$ cat config.mk
export PLATFORM = sky130hd
export DESIGN_NAME = quoted_string_tokenizer_core
export DESIGN_NICKNAME = d
export VERILOG_FILES = /design/src/rtl/qst_pkg.sv /design/src/rtl/qst_decode.sv /design/src/rtl/qst_out_buf.sv /design/src/rtl/quoted_string_tokenizer_core.sv
export SDC_FILE = /design/constraint.sdc
export NUM_CORES = 1
export LEC_CHECK = 0
export BUFFER_PORTS_ARGS = -buffer_cell sky130_fd_sc_hd__buf_2
export CELL_PAD_IN_SITES_DETAIL_PLACEMENT = 2
export CELL_PAD_IN_SITES_GLOBAL_PLACEMENT = 2
export CORE_MARGIN = 10
export CORE_UTILIZATION = 40
export CTS_BUF_LIST = sky130_fd_sc_hd__clkbuf_8
export CTS_CLUSTER_DIAMETER = 60
export DETAILED_ROUTE_END_ITERATION = 6
export PLACE_DENSITY_LB_ADDON = 0.1
export SYNTH_ARGS = -nofsm -noshare
export SYNTH_HDL_FRONTEND = slang
export SYNTH_SLANG_ARGS = --single-unit
$ cat constraint.sdc
create_clock -name clock -period 4.2 [get_ports clock]
set_input_delay 0.21 -clock clock [delete_from_list [all_inputs] [get_ports clock]]
set_output_delay 0.21 -clock clock [all_outputs]
set_load 0.02 [all_outputs]
$ cat src/rtl/qst_pkg.sv
// ----------------------------------------------------------------------------
// qst_pkg
// shared types and constants for the quoted string tokenizer
// ----------------------------------------------------------------------------
package qst_pkg;

   localparam int LENGTH_WIDTH_DEFAULT = 16;
   localparam int OUT_LEN_W            = 16;
   localparam int MAX_RES              = 3;

   localparam logic [1:0] KIND_CHAR  = 2'd0;
   localparam logic [1:0] KIND_END   = 2'd1;
   localparam logic [1:0] KIND_PUNCT = 2'd2;

   localparam logic [7:0] CH_QUOTE  = 8'h22;
   localparam logic [7:0] CH_SPACE  = 8'h20;
   localparam logic [7:0] CH_LF     = 8'h0A;
   localparam logic [7:0] CH_CR     = 8'h0D;
   localparam logic [7:0] CH_TAB    = 8'h09;
   localparam logic [7:0] CH_NUL    = 8'h00;
   localparam logic [7:0] CH_SEMI   = 8'h3B;
   localparam logic [7:0] CH_COLON  = 8'h3A;
   localparam logic [7:0] CH_STAR   = 8'h2A;
   localparam logic [7:0] CH_LBRACE = 8'h7B;
   localparam logic [7:0] CH_RBRACE = 8'h7D;
   localparam logic [7:0] CH_LBRACK = 8'h5B;
   localparam logic [7:0] CH_RBRACK = 8'h5D;
   localparam logic [7:0] CH_LPAREN = 8'h28;
   localparam logic [7:0] CH_RPAREN = 8'h29;
   localparam logic [7:0] CH_COMMA  = 8'h2C;
   localparam logic [7:0] CH_DOT    = 8'h2E;
   localparam logic [7:0] CH_EQUAL  = 8'h3D;
   localparam logic [7:0] CH_AT     = 8'h40;
   localparam logic [7:0] CH_SLASH  = 8'h2F;

   typedef struct packed {
      logic [1:0]           kind;
      logic [7:0]           char_out;
      logic [OUT_LEN_W-1:0] token_length;
      logic                 quoted;
   } result_type;

   typedef struct packed {
      result_type [MAX_RES-1:0] slot;
      logic [1:0]               count;
   } decode_res_type;

   function automatic logic is_space(input logic [7:0] b);
      return (b == CH_SPACE) || (b == CH_LF) || (b == CH_CR) ||
             (b == CH_TAB) || (b == CH_NUL);
   endfunction

   function automatic logic is_punct(input logic [7:0] b);
      return (b == CH_SEMI) || (b == CH_COLON) || (b == CH_STAR) ||
             (b == CH_LBRACE) || (b == CH_RBRACE) || (b == CH_LBRACK) ||
             (b == CH_RBRACK) || (b == CH_LPAREN) || (b == CH_RPAREN) ||
             (b == CH_COMMA) || (b == CH_DOT) || (b == CH_EQUAL) ||
             (b == CH_AT) || (b == CH_SLASH);
   endfunction

endpackage

$ cat src/rtl/qst_decode.sv
// ----------------------------------------------------------------------------
// qst_decode
// classifies one byte, builds its results and the next tokenizer state
// ----------------------------------------------------------------------------
module qst_decode #(
   parameter int LENGTH_WIDTH = qst_pkg::LENGTH_WIDTH_DEFAULT
) (
   input  logic [7:0]              in_byte,
   input  logic                    end_of_input,
   input  logic                    in_string,
   input  logic [LENGTH_WIDTH-1:0] pending,
   output qst_pkg::decode_res_type res,
   output logic                    in_string_next,
   output logic [LENGTH_WIDTH-1:0] pending_next
);
   import qst_pkg::*;

   logic                    str_mid;
   logic [LENGTH_WIDTH-1:0] pend_mid;
   logic [1:0]              n;
   result_type              end_pend;
   result_type              end_mid;
   result_type              char_res;
   result_type              punct_res;

   // saturate the reported length to the output width
   function automatic logic [OUT_LEN_W-1:0] sat_len(input logic [LENGTH_WIDTH-1:0] p);
      logic [31:0] p32;
      p32 = 32'(p);
      return (p32 > 32'(2**OUT_LEN_W - 1)) ? {OUT_LEN_W{1'b1}} : p32[OUT_LEN_W-1:0];
   endfunction

   always_comb begin
      end_pend.kind         = KIND_END;
      end_pend.char_out     = 8'd0;
      end_pend.token_length = sat_len(pending);
      end_pend.quoted       = in_string;

      char_res.kind         = KIND_CHAR;
      char_res.char_out     = in_byte;
      char_res.token_length = '0;
      char_res.quoted       = in_string;

      punct_res.kind         = KIND_PUNCT;
      punct_res.char_out     = in_byte;
      punct_res.token_length = '0;
      punct_res.quoted       = 1'b0;

      res.slot = '0;
      n        = 2'd0;
      str_mid  = in_string;
      pend_mid = '0;

      priority if (in_byte == CH_QUOTE) begin
         if (in_string || (pending != '0)) begin
            res.slot[n] = end_pend;
            n           = n + 2'd1;
         end
         str_mid = !in_string;
      end else if (!in_string && is_space(in_byte)) begin
         if (pending != '0) begin
            res.slot[n] = end_pend;
            n           = n + 2'd1;
         end
      end else if (!in_string && is_punct(in_byte)) begin
         if (pending != '0) begin
            res.slot[n] = end_pend;
            n           = n + 2'd1;
         end
         res.slot[n] = punct_res;
         n           = n + 2'd1;
      end else begin
         res.slot[n] = char_res;
         n           = n + 2'd1;
         pend_mid    = (pending == '1) ? pending : pending + 1'b1;
      end

      end_mid.kind         = KIND_END;
      end_mid.char_out     = 8'd0;
      end_mid.token_length = sat_len(pend_mid);
      end_mid.quoted       = str_mid;

      in_string_next = str_mid;
      pending_next   = pend_mid;
      // end of input flushes the open token and returns to the idle state
      if (end_of_input) begin
         if (str_mid || (pend_mid != '0)) begin
            res.slot[n] = end_mid;
            n           = n + 2'd1;
         end
         in_string_next = 1'b0;
         pending_next   = '0;
      end
      res.count = n;
   end

endmodule

$ cat src/rtl/qst_out_buf.sv
// ----------------------------------------------------------------------------
// qst_out_buf
// result register holding the words of one byte, handed out one per cycle while the receiver is ready
// ----------------------------------------------------------------------------
module qst_out_buf (
   input  logic                    clock,
   input  logic                    reset,
   input  logic                    load,
   input  qst_pkg::decode_res_type load_res,
   output logic                    can_load,
   output logic                    out_valid,
   input  logic                    out_ready,
   output qst_pkg::result_type     out_res,
   output logic                    out_last
);
   import qst_pkg::*;

   result_type [MAX_RES-1:0] slot_ff;
   logic [1:0]               rem_ff, rem_in;
   logic [1:0]               idx_ff, idx_in;
   logic                     take;

   assign out_valid = (rem_ff != 2'd0);
   assign out_last  = (rem_ff == 2'd1);
   assign out_res   = slot_ff[idx_ff];
   assign take      = out_valid && out_ready;
   // free once empty or once the final word leaves this cycle
   assign can_load  = (rem_ff == 2'd0) || (out_last && out_ready);

   always_comb begin
      rem_in = rem_ff;
      idx_in = idx_ff;
      if (load) begin
         rem_in = load_res.count;
         idx_in = 2'd0;
      end else if (take) begin
         rem_in = rem_ff - 2'd1;
         idx_in = idx_ff + 2'd1;
      end
   end

   always_ff @(posedge clock) begin
      if (reset) begin
         rem_ff <= 2'd0;
         idx_ff <= 2'd0;
      end else begin
         rem_ff <= rem_in;
         idx_ff <= idx_in;
      end
   end

   always_ff @(posedge clock) begin
      if (load) begin
         slot_ff <= load_res.slot;
      end
   end

endmodule

$ cat src/rtl/quoted_string_tokenizer_core.sv
// output: first result of a byte is offered from the result register in the cycle after the byte is accepted
// throughput: one byte per cycle when each byte gives at most one result and the receiver is ready;
//   a byte giving several results holds the input until its last result is taken at the single result port
// reset: synchronous, clears string mode and the pending length and empties the result register
// ----------------------------------------------------------------------------
// quoted_string_tokenizer_core
// splits a byte stream into tokens, punctuation and quoted strings
// ----------------------------------------------------------------------------
module quoted_string_tokenizer_core #(
   parameter int LENGTH_WIDTH = qst_pkg::LENGTH_WIDTH_DEFAULT
) (
   input  logic                          clock,
   input  logic                          reset,
   input  logic                          req_valid,
   output logic                          req_ready,
   input  logic [7:0]                    req_in_byte,
   input  logic                          req_end_of_input,
   output logic                          rsp_valid,
   input  logic                          rsp_ready,
   output logic [1:0]                    rsp_kind,
   output logic [7:0]                    rsp_char_out,
   output logic [qst_pkg::OUT_LEN_W-1:0] rsp_token_length,
   output logic                          rsp_quoted,
   output logic                          rsp_last
);
   import qst_pkg::*;

   logic                    in_string_ff, in_string_in;
   logic [LENGTH_WIDTH-1:0] pending_ff, pending_in;
   decode_res_type          dec_res;
   result_type              out_res;
   logic                    accept;

   assign accept = req_valid && req_ready;

   qst_decode #(
      .LENGTH_WIDTH(LENGTH_WIDTH)
   ) u_decode (
      .in_byte        (req_in_byte),
      .end_of_input   (req_end_of_input),
      .in_string      (in_string_ff),
      .pending        (pending_ff),
      .res            (dec_res),
      .in_string_next (in_string_in),
      .pending_next   (pending_in)
   );

   qst_out_buf u_out_buf (
      .clock     (clock),
      .reset     (reset),
      .load      (accept),
      .load_res  (dec_res),
      .can_load  (req_ready),
      .out_valid (rsp_valid),
      .out_ready (rsp_ready),
      .out_res   (out_res),
      .out_last  (rsp_last)
   );

   assign rsp_kind         = out_res.kind;
   assign rsp_char_out     = out_res.char_out;
   assign rsp_token_length = out_res.token_length;
   assign rsp_quoted       = out_res.quoted;

   always_ff @(posedge clock) begin
      if (reset) begin
         in_string_ff <= 1'b0;
         pending_ff   <= '0;
      end else if (accept) begin
         in_string_ff <= in_string_in;
         pending_ff   <= pending_in;
      end
   end

endmodule

==> impl_metrics.env <==
export IMPL_status="complete, no violations"
export IMPL_finalPower_mw=2.83
export IMPL_slew_headroom_pct=28.5
export IMPL_grt_pass1_wl_microns=26100
export IMPL_cts_sinks=93
export IMPL_rrSetupSlack_ns=0.52
export IMPL_multi_input_area_sq_um=2290
export IMPL_first_pass_iters=4
export IMPL_worstPathMaxFanout=8
export IMPL_fin_setup_tns_ns=0
export IMPL_power_density_nw_per_um2=505
export IMPL_fin_nets=561
export IMPL_tritoncts="done"
export IMPL_num_rows=41
export IMPL_regArea_sq_um=2580
export IMPL_yosys_area_top_type="edfxtp_1"
export IMPL_internal_power_mw=1.81
export IMPL_period_needed_ns=3.68
export IMPL_p_seq_share_pct=46.7
export IMPL_clock_skew_final_ns=0.0118
export IMPL_r2r_end="u_out_buf.slot_ff[1]$_DFFE_PP_"
export IMPL_io_pins=43
export IMPL_ys_seq_area_share_pct=50.3
export IMPL_critPathCaptureType="register"
export IMPL_worstHoldPathType="in2reg"
export IMPL_min_from="reset"
export IMPL_ys_async_sr_fraction_pct=0
export IMPL_initial_core_util_pct=40.8
export IMPL_whs_endpoint="in_string_ff$_SDFFE_PP0P_"
export IMPL_sw_frac_of_total_pct=36.2
export IMPL_fp_dieH_microns=133
export IMPL_synth_cells=520
export IMPL_grt_overflow=0
export IMPL_via_count=4070
export IMPL_p_leak_nw=1.93
export IMPL_synth_edf_count=72
export IMPL_drtAntennaViolNets=0
export IMPL_grt_max_degree=50
export IMPL_cp_start_kind="register"
export IMPL_gp_congestion=0.893
export IMPL_path_cells="inv_1 > ha_1 > nor3b_1 > nand4_1 > nor2_1 > a211oi_1 > ha_1 > nand2_1 > nor2_1 > a21boi_1 > a21o_1 > a22o_1"
export IMPL_cts_buffer_depth=2
export IMPL_final_cell_area_sq_um=5610
export IMPL_syn_cell_area_sq_um=5130
export IMPL_ys_top_cells_by_count="nor2_1, edfxtp_1, nand2_1"
export IMPL_io_buffers=42
export IMPL_drtIter0Drc=215
export IMPL_r2r_start="pending_ff[0]$_SDFFE_PP0P_"
export IMPL_core_sq_um=12600
export IMPL_min_period_over_period_pct=87.5
export IMPL_dp_hpwl_microns=11400
export IMPL_die_x_microns=133
export IMPL_rsz0062_at_grt="no"
export IMPL_synth_area_top_cells="edfxtp_1, dfxtp_1, mux2i_1, nor2_1, o21ai_0"
export IMPL_power_switching_mw=1.03
export IMPL_crit_required_ns=4.44
export IMPL_setup_viol=0
export IMPL_cts_root_buf="clkbuf_8"
export IMPL_power_frac_comb_pct=28.9
export IMPL_routed_wirelength_microns=16100
export IMPL_crit_path_max_incr_delay_ns=0.64
export IMPL_clk_pin_slew_ns=0.10
export IMPL_cpMaxStageDelayCell="a211oi_1"
export IMPL_ys_ff_latch=93
export IMPL_antenna_cells=0
export IMPL_clock_power_share_pct=24.4
export IMPL_syn_to_final_growth_pct=9.36
export IMPL_antenna_found_initial=0
export IMPL_place_area_sq_um=5390
export IMPL_path_class="reg2reg"
export IMPL_holdPathStages=2
export IMPL_cap_violations=0
export IMPL_layout_drive_gt1_share_pct=15.0
export IMPL_ir_drop_mv=0.263
export IMPL_drcViolationCount=0
export IMPL_numCtsBuffers=9
export IMPL_syn_nets=540
export IMPL_hold_viol_final=0
export IMPL_syn_area_per_cell_sq_um=9.87
export IMPL_slew_viol_final=0
export IMPL_vias_per_cell=5.67
export IMPL_r2r_cells=12
export IMPL_synth_cell_types=66
export IMPL_fmax_ghz=0.272
export IMPL_place_ws_ns=0.363
export IMPL_worst_ep_arrival_time_ns=3.92
export IMPL_post_synth_top_count_cell="nor2_1"
export IMPL_h_tree_depth=3
export IMPL_ys_flop_type="edfxtp_1"
export IMPL_gr_usage_all_layers_pct=18.6
export IMPL_yosys_warnings=0
export IMPL_netlist_area_leader_share_pct=42.1
export IMPL_post_route_util_pct=44.7
export IMPL_fillers=1374
export IMPL_setup_slack_ns=0.523
export IMPL_die_area_sq_um=17800
export IMPL_grt_pass1_vias=4582
export IMPL_wl_per_cell_microns=22.4
export IMPL_worstSkewPairLatency_ns=0.39
export IMPL_tightest_slew_ns=1.07
[per-layer routing]
layer | track usage [%] | wire length [microns] | share of wire (%) | up-vias
met5 | 0 | 0 | 0 | -
met4 | 6.53 | 290 | 1.8 | 0
met3 | 2.74 | 486 | 3.0 | 18
met2 | 31.5 | 8030 | 50 | 58
met1 | 23.5 | 7250 | 45 | 2071
li1 | - | - | - | 1923
[metrics by stage]
stage	hold slack, ns	std cells
floorplan	0.408	520
global placement	0.507	702
detailed placement	0.513	702
CTS	0.0908	718
global route	0.120	718
finish	0.104	718
[power by group through the flow]
| stage | logic, mW | clock network, mW | registers (mW) |
|---|---|---|---|
| floorplan | 0.583 | 0 | 1.29 |
| CTS | 0.839 | 0.704 | 1.33 |
| global route | 0.904 | 0.733 | 1.34 |
| global placement | 0.795 | 0 | 1.33 |
| finish | 0.818 | 0.692 | 1.32 |
| detailed placement | 0.832 | 0 | 1.35 |
[cell usage in the layout (no fill, tap or decap), types with 3 or more instances in the layout]
cell type,synthesis,routed
a211o_1,4,4
a21oi_1,19,19
a31o_1,12,12
and2_1,12,12
and3_1,12,12
buf_2,9,42
buf_4,5,4
clkbuf_8,0,9
dfxtp_1,21,20
edfxtp_1,72,72
ha_1,7,7
inv_1,17,16
mux2i_1,32,32
nand2_1,46,46
nand2b_1,5,5
nand3_1,9,9
nand4_1,4,4
nor2_1,82,82
nor2b_1,3,3
nor3_1,6,6
nor4_1,11,11
o21ai_0,39,39
o22ai_1,3,3
or2_2,7,7
or3_1,5,5
xnor2_1,3,3
[flip-flops by register name, summed over array words and instances (netlist names)]
signal,flops
u_out_buf.slot_ff,72
pending_ff,16
u_out_buf.idx_ff,2
u_out_buf.rem_ff,2
in_string_ff,1
[worst max-delay path, delay by kind of cell (launching register included)]
kind,cells,cell delay (ns)
AOI/OAI and AO/OA,4,1.49
adders and majority gates,2,0.54
buffers and inverters,1,0.13
DFF,1,0.52
and+or+nand+nor,5,0.85
[layout make-up]
| type | instances | area share (%) |
|---|---|---|
| clock buffers | 9 | 2.21 |
| clock inverters | 7 | 1.74 |
| inverters | 17 | 1.14 |
| multi-input cells | 374 | 40.8 |
| flip-flops and latches | 93 | 46.0 |
| well taps | 172 | 3.83 |
| repair buffers | 46 | 4.28 |
[what timing repair did]
action	4_1_cts	5_1_grt
gates resized for setup	0	1
hold endpoints to repair	0	0
setup endpoints to repair	0	2
hold buffers	0	0
buffers inserted	0	0
[cells by family after synthesis]
| group | Yosys count | share of synthesized area, % |
|---|---|---|
| compound gates | 106 | 13.8 |
| xor+xnor | 5 | 0.853 |
| fa+ha+maj | 7 | 1.71 |
| buf+inv | 53 | 5.12 |
| flops | 93 | 50.3 |
| mux | 32 | 6.24 |
| other cells | 1 | 0.0731 |
| simple gates | 223 | 21.8 |
[how the worst max path moves through the flow]
stage | start | endpoint | cells past startpoint | slack, ns
global route | pending_ff[0]$_SDFFE_PP0P_ | u_out_buf.slot_ff[1]$_DFFE_PP_ | 12 | 0.26
CTS | pending_ff[1]$_SDFFE_PP0P_ | u_out_buf.slot_ff[25]$_DFFE_PP_ | 8 | 0.32
global placement | pending_ff[1]$_SDFFE_PP0P_ | u_out_buf.slot_ff[18]$_DFFE_PP_ | 9 | 0.49
floorplan | u_out_buf.rem_ff[0]$_SDFFE_PP0P_ | pending_ff[5]$_SDFFE_PP0P_ | 9 | 0.88
detailed placement | pending_ff[1]$_SDFFE_PP0P_ | u_out_buf.slot_ff[25]$_DFFE_PP_ | 8 | 0.36
finish | pending_ff[0]$_SDFFE_PP0P_ | u_out_buf.slot_ff[1]$_DFFE_PP_ | 12 | 0.52
No activity file was read; power rests on OpenSTA's default activity.
